==> src/hdl/vnm_div_cell.sv <==
// ============================================================================
// vnm_div_cell
// One quotient bit of a restoring divider, with a sideband.
// ============================================================================
module vnm_div_cell #(
    parameter int DW  = 66,
    parameter int QW  = 63,
    parameter int SBW = 1
) (
    input  logic            i_clk,
    input  logic            i_rst_n,
    input  logic            i_en,
    input  logic            i_valid,
    input  logic [DW-1:0]   i_dvs,
    input  logic [DW-1:0]   i_rem,
    input  logic            i_nbit,
    input  logic [QW-1:0]   i_quo,
    input  logic [SBW-1:0]  i_sb,
    output logic            o_valid,
    output logic [DW-1:0]   o_dvs,
    output logic [DW-1:0]   o_rem,
    output logic            o_nbit,
    output logic [QW-1:0]   o_quo,
    output logic [SBW-1:0]  o_sb
);
    logic [DW:0]    w_t;
    logic [DW:0]    w_diff;
    logic           w_ge;
    logic [DW-1:0]  n_rem;
    logic [QW-1:0]  n_quo;

    logic           r_valid;
    logic [DW-1:0]  r_dvs;
    logic [DW-1:0]  r_rem;
    logic [QW-1:0]  r_quo;
    logic [SBW-1:0] r_sb;

    always_comb begin
        w_t    = {i_rem, i_nbit};
        w_ge   = (w_t >= {1'b0, i_dvs});
        w_diff = w_t - {1'b0, i_dvs};
        n_rem  = w_ge ? w_diff[DW-1:0] : w_t[DW-1:0];
        n_quo  = {i_quo[QW-2:0], w_ge};
    end

    always_ff @(posedge i_clk) begin
        if (!i_rst_n) begin
            r_valid <= 1'b0;
        end else if (i_en) begin
            r_valid <= i_valid;
        end
    end

    always_ff @(posedge i_clk) begin
        if (i_en) begin
            r_dvs <= i_dvs;
            r_rem <= n_rem;
            r_quo <= n_quo;
            r_sb  <= i_sb;
        end
    end

    // Only the first cell sees a nonzero dividend bit; the rest of the
    // dividend is all zeros.
    assign o_nbit  = 1'b0;
    assign o_valid = r_valid;
    assign o_dvs   = r_dvs;
    assign o_rem   = r_rem;
    assign o_quo   = r_quo;
    assign o_sb    = r_sb;
endmodule

==> config.mk <==
export PLATFORM = sky130hd
export DESIGN_NAME = vnm_div_cell
export DESIGN_NICKNAME = d
export VERILOG_FILES = /design/src/hdl/vnm_div_cell.sv
export SDC_FILE = /design/constraint.sdc
export NUM_CORES = 1
export LEC_CHECK = 0
export BUFFER_PORTS_ARGS = -buffer_cell sky130_fd_sc_hd__buf_2
export CAP_MARGIN = 20
export CORE_MARGIN = 2
export CORE_UTILIZATION = 30
export CTS_CLUSTER_DIAMETER = 50
export DETAILED_ROUTE_END_ITERATION = 12
export SETUP_SLACK_MARGIN = 0.02
export SLEW_MARGIN = 0
export SYNTH_ARGS = -nofsm -noshare
export SYNTH_HDL_FRONTEND = slang
export SYNTH_SLANG_ARGS = --single-unit
==> constraint.sdc <==
create_clock -name i_clk -period 3.3 [get_ports i_clk]
set_input_delay 0.495 -clock i_clk [delete_from_list [all_inputs] [get_ports i_clk]]
set_output_delay 0.495 -clock i_clk [all_outputs]
set_load 0.01 [all_outputs]
* After elaboration in Yosys (flattened, before gate mapping)
Index checks and enable logic that the tools add are counted.
Storage, ports and cells: output and inout bits 198, bits in registers 197
Operators by class: $add $sub $neg 1, mux-type cells 1, order comparisons 1
Operators with widths (count):
- $ge A67 B66 Y1 | 1
- $mux W66 | 1
- $sub A66 B66 Y66 | 1

* Depth between registers and ports, before layout
depth after elaboration 2, gate-level depth with buffers 15

* Worst setup path after synthesis
Ideal clock, no wire load.
path type input to register, from input port i_nbit, to register r_rem[56], in the netlist o_rem[56], data pin, arrival time 3.292 ns, library setup time 0.169 ns, stages 13, required time 3.131 ns, slack -0.161 ns, path through inv_1 -> ha_1 -> inv_1 -> fa_1 -> a21o_1 -> a221o_1 -> a211oi_2 -> o211ai_1 -> a21oi_2 -> o221ai_1 -> a21o_1 -> mux2_2 -> o31ai_1
Between the ends: cells in the longest elaborated chain, start to end 2, elaborated cells between the ends (all ways) 3
RTL lines:
- start, declared | line 16 | input logic i_nbit,
- $sub A66 B66 Y66 or $ge A67 B66 Y1 (tied branches) | line 41, 40
- $mux W66 (*) | line 42 | n_rem = w_ge ? w_diff[DW-1:0] : w_t[DW-1:0];
- net n_rem[56] | line 29 | logic [DW-1:0] n_rem;
- end signal, assigned | line 57 | r_rem <= n_rem;
- end, declared | line 34 | logic [DW-1:0] r_rem;
The timed path passes the listed nets; every way through them passes the cells marked *. A chain may end at the register's enable or synchronous reset.

* Worst setup path in the final report
from input port i_nbit, to register r_rem[62], in the netlist o_rem[62], data pin
Same word-level chain as after synthesis.

==> impl_metrics.toml <==
[pwr]
power.clock.fraction_pct = 27.4
switchingPower_w = 0.00224
vdd_drop_max_mv = 0.392
p_int_w = 0.00505
swShare_pct = 30.7
p_leak_nw = 7.24
p_seq_share_pct = 43.2
p_per_area_nw_per_um2 = 459
combPwrFrac_pct = 29.4
power_w = 0.00729

[clocking]
htree_num_levels = 4
cts_buffers = 17
worstSkewPairLatency_ps = 450
clock-root-buffer = "clkbuf_16"
cts_hold_buf = 0
cts.clk_slew.worst_paths_ps = 80
tritoncts = "done"
cts.sinks = 197
clockBufferDepth = 2

[drt]
firstDrtPassIters = 5
vias = 10100
via_per_inst = 4.72
ant_nets = 0
post-route-drc-count = 0
drt_wl_total_um = 37200
post_drt_wl_per_cell_um = 17.4
drt-initial-drc-count = 616

[logic_synthesis]
netlist_area_um2 = 11000
ys_seq_area_share_pct = 53.9
synth_cells = 1040
avgSynthCellArea_um2 = 10.5
ys_seq_elements = 197
synth_edf_count = 196
synthArstFlopShare_pct = 0
yosys_warnings = 0
synthFlopType = "edfxtp_1"
syn_nets = 1308
synth_cell_types = 67

[placed_design]
numPortBuffers = 396
dp_hpwl_um = 30300
gp_congestion = 0.849

[floorplan]
dieArea_um2 = 38100
core_um2 = 36300
die_x_um = 195
die_h_um = 195
std_cell_rows = 70
io_pins = 399
start_util_pct = 30.2

[critical_path]
crit_arrival_ps = 3290
cp_slowest_stage_delay_ps = 350
crit_required_ps = 3510
path_delay_family = "compound AO/OA/AOI/OAI gates"
startpoint_type = "input pin"
critical_path_class = "input pin to register"
cp_common_cell = "inv_1"
crit_buf_inv = 3
crit_chain = "buf_2 > inv_1 > ha_1 > inv_1 > fa_2 > a21o_1 > a221o_1 > a21oi_1 > a211oi_2 > or2_2 > a31oi_1 > o31ai_1 > nor4_2 > o41ai_2"
worst-path-max-fanout = 4
cp_slowest_cell = "fa_2"
cp-end-kind = "register"

[global_route]
grt_antenna_before_repair = 6
grtUsageTotal_pct = 19.2
gr-total-overflow = 0
grt_max_degree = 65
grt_first_pass_wirelength_um = 55600
grt_pass1_vias = 10100

[sta]
hold_violations = 0
relSlewSlack_pct = 53.6
fmaxAchievable_mhz = 325
tightestPinTransition_ps = 695
setup_viol = 0
period_share_pct = 93.2
period_needed_ps = 3080
fin_tns_setup_ps = 0
rsz0062_at_grt = "no"
slew_viol_final = 0
skew_ps = 0

[worst_hold_path]
worstHoldPathType = "input pin to register"

[final_layout]
fillCellCount = 3581
nNetsFinal = 1917
seq_area_um2 = 5910
multi_input_area_um2 = 4700
final_common_cell = "buf_2"
final_cell_mix = "buf_2 (395), buf_4 (222), edfxtp_1 (196), nand2_1 (133), o21ai_0 (106)"
fin_util_pct = 43.9
area_growth_pct = 45.0
drive_gt1_share_pct = 41.2

[run]
maxCapViolCount = 0

[outcome]
status = "completed"
[final timing paths]
| kind | startpoint | end | slack (ps) | cells past startpoint |
|---|---|---|---|---|
| worst max register to register | o_valid | o_valid | 2710 | 2 |
| worst max-delay path | i_nbit | o_rem[62] | 220 | 14 |
| worst min register to register | o_valid | o_valid | 520 | 2 |
| worst min-delay path | i_quo[20] | o_quo[21] | 210 | 1 |
[final cells by class]
class | instances | area share, %
clock inverter | 13 | 0.637
multi-input combinational | 723 | 29.6
tap | 468 | 3.68
inverter | 82 | 1.94
clock buffer | 19 | 2.72
timing repair buffer | 628 | 24.3
sequential | 197 | 37.1
antenna | 2 | 0.0315
[metrics by stage]
stage / setup WS, ps / instances / hold WS, ps / cell area, µm²
global route: 40.7 / 2130 / 189 / 15900
floorplan: 10.7 / 1040 / 538 / 11100
finish: 223 / 2132 / 212 / 15900
global placement: -319 / 2097 / 493 / 15300
CTS: 84.4 / 2129 / 185 / 15900
detailed placement: -406 / 2097 / 505 / 15300
[cells in the mapped netlist (all sizes together), types with 4 or more instances]
cell type  number  area, µm²
nor4            6       37.5
o21ai         108        552
xor2           29        254
o31ai          12       90.1
a21oi          86        434
nand4          22        138
nor2           59        221
buf             5       40.0
clkbuf         33        124
a21o           27        203
a31oi          10       62.6
nor3            6       30.0
o211ai          6       45.0
xnor2          27        236
nand3          20        105
nor2b           6       37.5
o21a            7       52.6
inv            82        308
nand2         133        499
a211oi          5       42.5
a221oi          4       35.0
edfxtp        196       5890
nand2b          5       31.3
and3           11       68.8
o21bai         16        120
ha             66        826
[logic make-up (layout without fill, tap and decap cells)]
group                      Yosys count  after routing  synth area share [%]
AOI/OAI and AO/OA                  307            307                  17.1
adders and majority gates           67             67                  7.71
other                                1              3                0.0342
DFF                                197            197                  53.9
muxes                                5              5                 0.491
and+or+nand+nor                    287            287                  12.0
xor gates and xnor gates            56             56                  4.47
buffers and inverters              120            742                  4.30
[worst register-to-register path, delay by kind of cell, from the launching register on]
kind          cells  cell delay, ps
mux               1             120
flops             1             310
simple gates      1              60
[power groups by stage]
| stage | registers, W | clock network (W) | logic (W) |
|---|---|---|---|
| final | 0.00315 | 0.00200 | 0.00215 |
| after global routing | 0.00317 | 0.00214 | 0.00236 |
| after CTS | 0.00315 | 0.00207 | 0.00216 |
| after detailed placement | 0.00320 | 0 | 0.00214 |
| after global placement | 0.00320 | 0 | 0.00213 |
| after floorplan | 0.00336 | 0 | 0.000848 |
[flip-flops by register name, summed over array words and instances, names as in the netlist]
register and cells:
o_rem 66, o_dvs 66, o_valid 1, o_quo 63, o_sb 1
[routing by layer]
layer,track usage (%),part of all wire (%),vias to the layer above
met4,5.54,1.7,8
met3,4.65,6.1,40
met2,33.8,49,336
met1,23.2,43,4631
met5,0,0.14,-
li1,-,-,5039
[repair_timing]
action | in CTS | in global routing
endpoints found under the setup margin | 0 | 9
gates resized for setup | 0 | 7
buffers inserted | 0 | 1
Power figures use the tool's default switching activity.
