File: src/hdl/vnm_sqrt_cell.sv
// ============================================================================
// vnm_sqrt_cell
// One digit step of a restoring integer square root, with a sideband.
// ============================================================================
module vnm_sqrt_cell #(
    parameter int NW  = 66,
    parameter int SBW = 1
) (
    input  logic                 i_clk,
    input  logic                 i_rst_n,
    input  logic                 i_en,
    input  logic                 i_valid,
    input  logic [NW-1:0]        i_rad,
    input  logic [NW/2+1:0]      i_rem,
    input  logic [NW/2-1:0]      i_root,
    input  logic [SBW-1:0]       i_sb,
    output logic                 o_valid,
    output logic [NW-1:0]        o_rad,
    output logic [NW/2+1:0]      o_rem,
    output logic [NW/2-1:0]      o_root,
    output logic [SBW-1:0]       o_sb
);
    localparam int K = NW / 2;

    logic [K+3:0]  w_sh;
    logic [K+3:0]  w_trial;
    logic [K+3:0]  w_diff;
    logic          w_ge;
    logic [NW-1:0] n_rad;
    logic [K+1:0]  n_rem;
    logic [K-1:0]  n_root;

    logic          r_valid;
    logic [NW-1:0] r_rad;
    logic [K+1:0]  r_rem;
    logic [K-1:0]  r_root;
    logic [SBW-1:0] r_sb;

    // Bring down the next two radicand bits and try the digit one.
    always_comb begin
        w_sh    = {i_rem, i_rad[NW-1:NW-2]};
        w_trial = (K+4)'({i_root, 2'b01});
        w_ge    = (w_sh >= w_trial);
        w_diff  = w_sh - w_trial;
        n_rem   = w_ge ? w_diff[K+1:0] : w_sh[K+1:0];
        n_root  = {i_root[K-2:0], w_ge};
        n_rad   = {i_rad[NW-3:0], 2'b00};
    end

    always_ff @(posedge i_clk) begin
        if (!i_rst_n) begin
            r_valid <= 1'b0;
        end else if (i_en) begin
            r_valid <= i_valid;
        end
    end

    always_ff @(posedge i_clk) begin
        if (i_en) begin
            r_rad  <= n_rad;
            r_rem  <= n_rem;
            r_root <= n_root;
            r_sb   <= i_sb;
        end
    end

    assign o_valid = r_valid;
    assign o_rad   = r_rad;
    assign o_rem   = r_rem;
    assign o_root  = r_root;
    assign o_sb    = r_sb;
endmodule

File: config.mk
export PLATFORM = sky130hd
export DESIGN_NAME = vnm_sqrt_cell
export DESIGN_NICKNAME = d
export VERILOG_FILES = /design/src/hdl/vnm_sqrt_cell.sv
export SDC_FILE = /design/constraint.sdc
export NUM_CORES = 1
export LEC_CHECK = 0
export BUFFER_PORTS_ARGS = -buffer_cell sky130_fd_sc_hd__buf_2
export CORE_ASPECT_RATIO = 1.5
export CORE_MARGIN = 2
export CORE_UTILIZATION = 52
export CTS_CLUSTER_SIZE = 25
export DETAILED_ROUTE_END_ITERATION = 7
export PLACE_DENSITY = 0.86
export SLEW_MARGIN = 20
export SYNTH_ARGS = -nofsm -noshare
export SYNTH_HDL_FRONTEND = slang
export SYNTH_SLANG_ARGS = --single-unit
File: constraint.sdc
create_clock -name i_clk -period 7.5 [get_ports i_clk]
set_input_delay 1.5 -clock i_clk [delete_from_list [all_inputs] [get_ports i_clk]]
set_output_delay 1.5 -clock i_clk [all_outputs]
set_load 0.05 [all_outputs]
## Yosys cells after proc, flatten, opt, wreduce, memory -nomap -nowiden

Index checks and enable logic that the tools add are counted.

- Add/subtract/negate cells: 1
- Mux-type cells: 1
- Order comparisons: 1

Operators with widths:

| operator | count |
|---|---|
| $ge A37 B35 Y1 | 1 |
| $mux W35 | 1 |
| $sub A35 B35 Y35 | 1 |

- Register bits after elaboration: 134
- Input port bits: 139
- Output and inout port bits: 136
- Logic and storage cells: 8

## Logic depth before layout (Yosys ltp)

Gate-level depths: netlist (run 1).

- Depth after elaboration: 2
- Depth in mapped cells: 14
- Mapped depth without buffers: 11

## Least setup slack after synthesis (run 1)

No wires, ideal clock.

- Path type: input port to flip-flop
- Start point: input port i_root[9]
- End point: register r_rem[17] (netlist: o_rem[17]) (data pin)
- Data required time: 7.240 ns
- Path slack: 3.449 ns
- Stages: 11
- Library setup time: 0.260 ns
- Arrival time: 3.791 ns
- Path through: inv_1 ha_1 buf_2 nand2_1 or3_1 or4_1 o31a_1 o21ai_2 o211ai_2 buf_6 mux2_4

- Cells in the longest elaborated chain, start to end: 2
- Elaborated cells between the ends (all ways): 3
- Those cells by class: add/sub (1); order compare (1); mux (1)

Ends and longest elaborated chain:

| what | RTL line | RTL |
|---|---|---|
| from (decl) | 15 | `input logic [NW/2-1:0] i_root,` |
| $sub A35 B35 Y35 or $ge A37 B35 Y1 (tied branches) | 44, 43 |  |
| $mux W35 (*) | 45 | `n_rem = w_ge ? w_diff[K+1:0] : w_sh[K+1:0];` |
| via n_rem[17] | 30 | `logic [K+1:0] n_rem;` |
| to (signal assigned) | 61 | `r_rem <= n_rem;` |
| to (decl) | 35 | `logic [K+1:0] r_rem;` |

The timed path passes the listed nets; every way through them passes the cells marked *.
A chain may end at the register's enable or synchronous reset.

## Final worst setup path (run 1)

- Start point: input port i_rem[0]
- End point: register r_rem[17] (netlist: o_rem[17]) (data pin)

- Cells in the longest elaborated chain, start to end: 2
- Elaborated cells between the ends (all ways): 3
- Those cells by class: add/sub (1); order compare (1); mux (1)

Ends and longest elaborated chain:

| what | RTL line | RTL |
|---|---|---|
| from (decl) | 14 | `input logic [NW/2+1:0] i_rem,` |
| $sub A35 B35 Y35 or $ge A37 B35 Y1 (tied branches) | 44, 43 |  |
| $mux W35 (*) | 45 |  |
| via n_rem[17] | 30 |  |

Marks and branches as above.

==> summary.txt, run 1 <==
Status
  – Status: complete, no violations

Die
  – Die area: 13,200 um2
  – Core ar.: 12,000 um2
  – Die outline height: 140 um
  – Starting density of the core: 53.1%
  – Die Wd: 94.5 um
  – IO Pins: 275
  – # rows: 49

Setup path
  – CP max-delay cell: buf_4
  – Worst setup startpoint: i_rem[0]
  – Critical Path Max Stage Delay: 0.55 ns
  – CP Data Required Time: 7.66 ns
  – CP bufs+invs: 2
  – Top delay family on crit path: compound AO/OA/AOI/OAI gates
  – Kind of critical path: in -> reg
  – Worst endpoint data arrival time: 4.38 ns
  – R2R cell count: 2
  – Critical Path Sink Type: register
  – Startpoint types: input pin
  – CP max FO: 65
  – Worst R2R Start: o_valid$_SDFFE_PN0P_
  – Crit path depth: 11
  – Top cell by count, worst path: o211ai_1
  – Critical path, cell by cell: buf_2 > ha_1 > o21a_1 > o211ai_1 > a311o_1 > o211ai_1 > o211ai_1 > a211oi_1 > o211ai_4 > buf_4 > mux2_4

Power and ir drop
  – Leakage: 3.81 nW
  – Psw: 839 uW
  – Clock share of power: 33.2%
  – Worst ir drop on vdd: 0.000184 V
  – Internal power: 1.52 mW
  – Seq pwr share: 39.9%
  – Logic pwr share: 26.9%
  – Sw Ratio: 35.5%
  – Pwr Density: 279 nW/um2

Clock network
  – Cts hold-fix bufs: 0
  – H-tree Lvls: 4
  – Worst-path clk slew: 0.06 ns
  – CTS root buf: clkbuf_16
  – # clock sinks: 134
  – TritonCTS clock tree: yes
  – Post-CTS setup buffer count: 0
  – CTS resizes: 0
  – Maximum clock path buffer count: 2
  – Worst-Skew Late Latency: 0.41 ns
  – Cts bufs inserted: 17

STA
  – Measured slew at the worst slew-check pin: 0.852 ns
  – Crit share post-route: 56.2%
  – Final min period: 4.21 ns
  – Max-slew violations: 0
  – Clk_skew: 0 ns
  – Fmax: 237 MHz
  – Hold Violations, Final: 0
  – Final TNS setup: 0 ns
  – RSZ-0062 raised after global routing: no
  – Max-slew headroom: 43.2%
  – Final setup vio count: 0

Synthesis
  – Area leader, netlist: edfxtp_1
  – Synth Area in XOR/XNOR: 4.53%
  – Cell variety after synth: 48
  – Cell with the most instances after synthesis: edfxtp_1
  – Synth cell count leaders: 133 x edfxtp_1, 59 x nand2_1, 43 x inv_1, 37 x a21oi_1, 35 x ha_1
  – Mapped cell area: 6380 um2
  – Number of enable flip-flop cells after synthesis: 133
  – Post-Syn Instances: 513
  – Compound-Gate Fraction of Synth Area: 13.3%
  – Synth warnings: 0
  – Largest family of logic cells by synthesized area: compound AO/OA/AOI/OAI gates
  – Ys async rst share: 0%
  – Yosys top cell area share: 62.6%
  – Synth Area in Simple Gates: 7.84%
  – Most used DFF post-synth: edfxtp_1
  – Post-synthesis mux area share: 0.549%
  – Synth Area in Adders: 6.86%
  – Post-Syn Area per Cell: 12.4 um2
  – Seq cells post-synth: 134
  – Synth area leaders: edfxtp_1 63%, ha_1 6.9%, nand2_1 3.5%
  – Sequential area share after synthesis: 62.9%

Layout
  – Syn-to-layout area delta: 32.3%
  – Final std cells w/o fill: 961
  – Nets: 967
  – Fraction of layout cells with a size suffix above 1: 38.7%

Detailed routing
  – DR WL/cell: 18.6 um
  – Iter 0 DRT Violations: 350
  – Via-to-Cell Ratio: 5.38
  – WL final: 17.9 mm
  – DR vias: 5,169
  – DR pass1 iterations: 5
  – Remaining antenna violation count: 0
  – Drc violations: 0

Place
  – DP HPWL: 13.8 mm
  – GP Congestion: 0.917
  – Placed insts: 927
  – Buffers on Ports: 272

Global route
  – Global route overflow: 0
  – Vias in the first global route: 5,213
  – Initial antenna violation count: 1
  – Pin count of the biggest net entering global routing: 71
  – First-pass GRT wire length: 26.8 mm
  – GRT Overall Usage: 27.1%

Job
  – MaxCap Viol Count: 0

Worst hold path
  – Hold path cells: 2
  – Hold_sp: o_valid$_SDFFE_PN0P_
  – HP Class: reg -> reg
-- kinds of logic (layout without fill, tap and decap cells) --
| group | count (synthesis) | after routing |
|---|---|---|
| buf+inv | 57 | 349 |
| flops | 134 | 134 |
| fa+ha+maj | 35 | 35 |
| xor+xnor | 33 | 33 |
| other cells | 1 | 4 |
| mux | 3 | 3 |
| compound gates | 136 | 136 |
| simple gates | 114 | 114 |
-- placed cells by master, fill, tap and decap left out, types with 2 or more instances in the layout --
cell type | Yosys | layout
o21ai_0 | 13 | 13
a21oi_1 | 37 | 37
nor4_1 | 2 | 2
xor2_1 | 17 | 17
o211ai_1 | 6 | 6
clkbuf_16 | 0 | 17
edfxtp_1 | 133 | 133
a31oi_1 | 2 | 2
diode_2 | 0 | 2
nor2b_1 | 2 | 2
nor3_1 | 5 | 5
conb_1 | 1 | 2
o31ai_1 | 3 | 3
and3_1 | 4 | 4
nor2_1 | 21 | 21
ha_1 | 35 | 35
clkinv_4 | 0 | 2
a31o_2 | 2 | 2
inv_1 | 43 | 43
xnor2_1 | 16 | 16
o21a_1 | 4 | 4
buf_4 | 2 | 2
or3_1 | 3 | 3
mux2i_1 | 2 | 2
a211oi_1 | 3 | 3
inv_8 | 0 | 2
clkinvlp_4 | 0 | 3
nand3_1 | 8 | 8
o21ai_1 | 29 | 29
nand2b_1 | 2 | 2
a21o_1 | 19 | 19
inv_6 | 0 | 6
o21bai_1 | 6 | 6
nand4_1 | 5 | 5
nand2_1 | 59 | 59
buf_2 | 2 | 271
o31a_1 | 2 | 2
-- flip-flops by register name, summed over array words and instances (netlist names) --
name and count:
o_rem 35, o_valid 1, o_rad 64, o_root 33, o_sb 1
-- worst paths after layout --
path	end	slack [ns]
setup / recovery	o_rem[17]$_DFFE_PP_	3.29
hold / removal	o_valid$_SDFFE_PN0P_	0.52
setup reg to reg	o_valid$_SDFFE_PN0P_	6.91
hold reg to reg	o_valid$_SDFFE_PN0P_	0.52
-- routing by layer --
layer | GRT usage, % | up-vias | routed length (um)
met5 | 0 | - | 0
met4 | 14.4 | 0 | 781
met3 | 11.0 | 51 | 1890
met2 | 47.9 | 271 | 9270
met1 | 26.4 | 2394 | 5910
li1 | - | 2453 | -
-- through the flow --
step / setup slack [ns] / util [%] / hold slack, ns / power (mW) / area [um2]
after floorplan: 3.45 / - / 0.743 / 1.41 / 6390
after global placement: 2.94 / 65.6 / 0.490 / 1.57 / 7880
after detailed placement: 2.86 / 65.6 / 0.509 / 1.59 / 7880
after CTS: 3.29 / 70.2 / 0.526 / 2.37 / 8440
after global routing: 3.03 / 70.3 / 0.585 / 2.44 / 8440
final: 3.29 / 70.3 / 0.517 / 2.36 / 8440
-- power groups by stage --
stage	clock [mW]	combinational (mW)	sequential (mW)
floorplan	0	0.184	1.23
global placement	0	0.620	0.952
detailed placement	0	0.633	0.955
CTS	0.795	0.635	0.942
global route	0.823	0.672	0.948
finish	0.784	0.635	0.941
-- tightest hold or removal path, cell delays in order (launching register included) --
cell,delay [ns]
dfxtp_1,0.32
mux2i_1,0.06
nor2b_1,0.10
-- cell type report --
type	instances	area, um2
clock inverters	15	135
repair buffers	274	1380
diodes	2	5.00
flip-flops and latches	134	4010
clock buffers	17	425
fillers	882	3570
well taps	153	191
multi-input cells	323	2130
inverters	43	161
(Power assumes the default switching activity.)
==> inputs of run 2 (changes only) <==
--- a/config.mk
+++ b/config.mk
@@ -8,10 +8,10 @@
 export BUFFER_PORTS_ARGS = -buffer_cell sky130_fd_sc_hd__buf_2
 export CORE_ASPECT_RATIO = 1.5
 export CORE_MARGIN = 2
-export CORE_UTILIZATION = 52
+export CORE_UTILIZATION = 48
 export CTS_CLUSTER_SIZE = 25
 export DETAILED_ROUTE_END_ITERATION = 7
-export PLACE_DENSITY = 0.86
+export PLACE_DENSITY = 0.81
 export SLEW_MARGIN = 20
 export SYNTH_ARGS = -nofsm -noshare
 export SYNTH_HDL_FRONTEND = slang
==> constraint.sdc (replaced) <==
create_clock -name i_clk -period 3.9 [get_ports i_clk]
set_input_delay 0.78 -clock i_clk [delete_from_list [all_inputs] [get_ports i_clk]]
set_output_delay 0.78 -clock i_clk [all_outputs]
set_load 0.05 [all_outputs]
==> summary.txt, run 2 (synthesized netlist as in run 1, its figures left out) <==
Clock network
  – CTS root buf: clkbuf_16
  – CTS resizes: 0 (unchanged)
  – Worst-Skew Late Latency: 0.41 ns (about the same)
  – TritonCTS clock tree: yes
  – Worst-path clk slew: 0.06 ns (about the same)
  – Maximum clock path buffer count: 2 (unchanged)
  – # clock sinks: 134 (unchanged)
  – H-tree Lvls: 4 (unchanged)
  – Post-CTS setup buffer count: 0 (unchanged)
  – Cts bufs inserted: 17 (unchanged)
  – Cts hold-fix bufs: 0 (unchanged)

STA
  – Final worst slack: 0.658 ns (-2.63 ns)
  – Final setup vio count: 0 (unchanged)
  – Max-slew violations: 0 (unchanged)
  – Max-slew headroom: 55.0% (+12 points)
  – Final min period: 3.24 ns
  – Clk_skew: 0 ns (unchanged)
  – Hold Violations, Final: 0 (unchanged)
  – Final TNS setup: 0 ns (unchanged)
  – Fmax: 308 MHz
  – Measured slew at the worst slew-check pin: 0.674 ns (-0.178 ns)
  – RSZ-0062 raised after global routing: no
  – Crit share post-route: 83.1%

Setup path
  – CP max-delay cell: or4_1
  – Startpoint types: input pin
  – Worst r2r dst: o_valid$_SDFFE_PN0P_
  – Crit path depth: 12 (+1)
  – Critical Path Sink Type: register
  – Critical path, cell by cell: buf_2 > inv_1 > ha_1 > nand2_1 > or3_1 > or4_1 > o31a_1 > nand2_1 > o211ai_4 > buf_4 > nand2_1 > o21ai_0
  – R2R Setup Slk: 3.31 ns (-3.60 ns)
  – Kind of critical path: in -> reg
  – CP Data Required Time: 4.04 ns (-3.62 ns)
  – Worst setup path end: o_rem[34]$_DFFE_PP_
  – Worst endpoint data arrival time: 3.39 ns (-0.99 ns)
  – Critical Path Max Stage Delay: 0.53 ns (-0.02 ns)
  – Top cell by count, worst path: nand2_1
  – Worst R2R Start: o_valid$_SDFFE_PN0P_
  – Top delay family on crit path: simple AND/OR/NAND/NOR gates
  – R2R cell count: 2 (unchanged)
  – CP bufs+invs: 3 (+1)
  – Worst setup startpoint: i_root[9]
  – CP max FO: 42 (-35%)

Global route
  – Vias in the first global route: 5,190 (-0.44%)
  – GRT Overall Usage: 24.9% (-2.2 points)
  – Pin count of the biggest net entering global routing: 78 (+9.9%)
  – Global route overflow: 0 (unchanged)
  – First-pass GRT wire length: 27.2 mm (+1.5%)
  – Initial antenna violation count: 0 (-1)

Layout
  – Largest register FFs: 64 (unchanged)
  – Syn-to-layout area delta: 34.0%
  – Nets: 974 (+0.72%)
  – Antenna cells: 0 (-2)
  – Fraction of layout cells with a size suffix above 1: 39.2% (+0.53 points)
  – Most frequent cells in the layout: 271 x buf_2, 133 x edfxtp_1, 59 x nand2_1
  – Reg area: 4010 um2 (unchanged)
  – Multi-input combinational cell area: 2130 um2 (unchanged)
  – Fill cells: 1,027 (+16%)
  – Most common cell after layout, fill and taps aside: buf_2

Detailed routing
  – Via-to-Cell Ratio: 5.21 (-3.1%)
  – Remaining antenna violation count: 0 (unchanged)
  – DR WL/cell: 18.3 um (-1.2%)
  – Iter 0 DRT Violations: 279 (-20%)
  – DR vias: 5,067 (-2.0%)
  – Drc violations: 0 (unchanged)
  – DR pass1 iterations: 4 (-1)
  – WL final: 17.8 mm (-0.11%)

Die
  – Die area: 14,300 um2 (+8.0%)
  – Die outline height: 145 um (+4.0%)
  – IO Pins: 275 (unchanged)
  – Die Wd: 98.2 um (+3.9%)
  – Starting density of the core: 49.0% (-4.1 points)
  – Core ar.: 13,000 um2 (+8.3%)
  – # rows: 51 (+4.1%)

Worst hold path
  – Hold_sp: o_valid$_SDFFE_PN0P_
  – HP Class: reg -> reg

Place
  – Worst slack at placement: 0.271 ns (-2.59 ns)
  – GP Congestion: 0.860 (-6.2%)
  – Buffers on Ports: 272 (unchanged)
  – DP HPWL: 13.8 mm (-0.48%)

Power and ir drop
  – Pwr Density: 552 nW/um2 (+98%)
  – Worst ir drop on vdd: 0.000348 V (+89%)
  – Leakage: 3.88 nW (+1.6%)

Status
  – Status: complete, no violations

Job
  – MaxCap Viol Count: 0 (unchanged)
-- run 2: worst min path at each step --
stage / to / slack (ns) / cells past startpoint
after floorplan: o_valid$_SDFFE_PN0P_ / 0.74 / 2
after global placement: o_valid$_SDFFE_PN0P_ / 0.49 / 2
after detailed placement: o_valid$_SDFFE_PN0P_ / 0.51 / 2
after CTS: o_rad[23]$_DFFE_PP_ / 0.52 / 1
after global routing: o_rad[62]$_DFFE_PP_ / 0.52 / 1
final: o_valid$_SDFFE_PN0P_ / 0.52 / 2
-- run 2: report_power, final --
part	internal [mW]	leakage [nW]	switching [mW]
combinational	0.328	2.27	0.903
clock	1.03	0.293	0.664
sequential	1.77	1.31	0.0363
-- run 2: metal layers --
| metal | vias to the layer above | wire [um] | global-route usage, % | share of wire, % |
|---|---|---|---|---|
| met1 | 2373 | 6160 | 25.8 | 35 |
| met5 | - | 0 | 0 | 0 |
| met4 | 0 | 354 | 7.74 | 2.0 |
| met3 | 27 | 1730 | 9.06 | 9.7 |
| li1 | 2455 | - | - | - |
| met2 | 212 | 9580 | 46.1 | 54 |
-- run 2: layout make-up --
class	count	share of cell area (%)
clock inverters	14	2.19
inverters	43	1.89
multi-input cells	323	24.9
well taps	159	2.33
clock buffers	18	5.02
repair buffers	281	16.8
flip-flops and latches	134	46.9
-- run 2: per-stage QoR --
stage               instance area [um2]  total power, mW  instances  utilization [%]  hold slack, ns
floorplan                          6390             2.72        514                -           0.743
global placement                   7940             3.04        940             61.0           0.493
detailed placement                 7940             3.06        940             61.0           0.511
CTS                                8560             4.75        972             65.7           0.523
global route                       8560             4.89        972             65.7           0.521
finish                             8560             4.73        972             65.7           0.521
-- run 2: worst min-delay path, stage by stage (launching register included) --
cell and delay, ns:
dfxtp_1 0.32, mux2i_1 0.06, nor2b_1 0.10
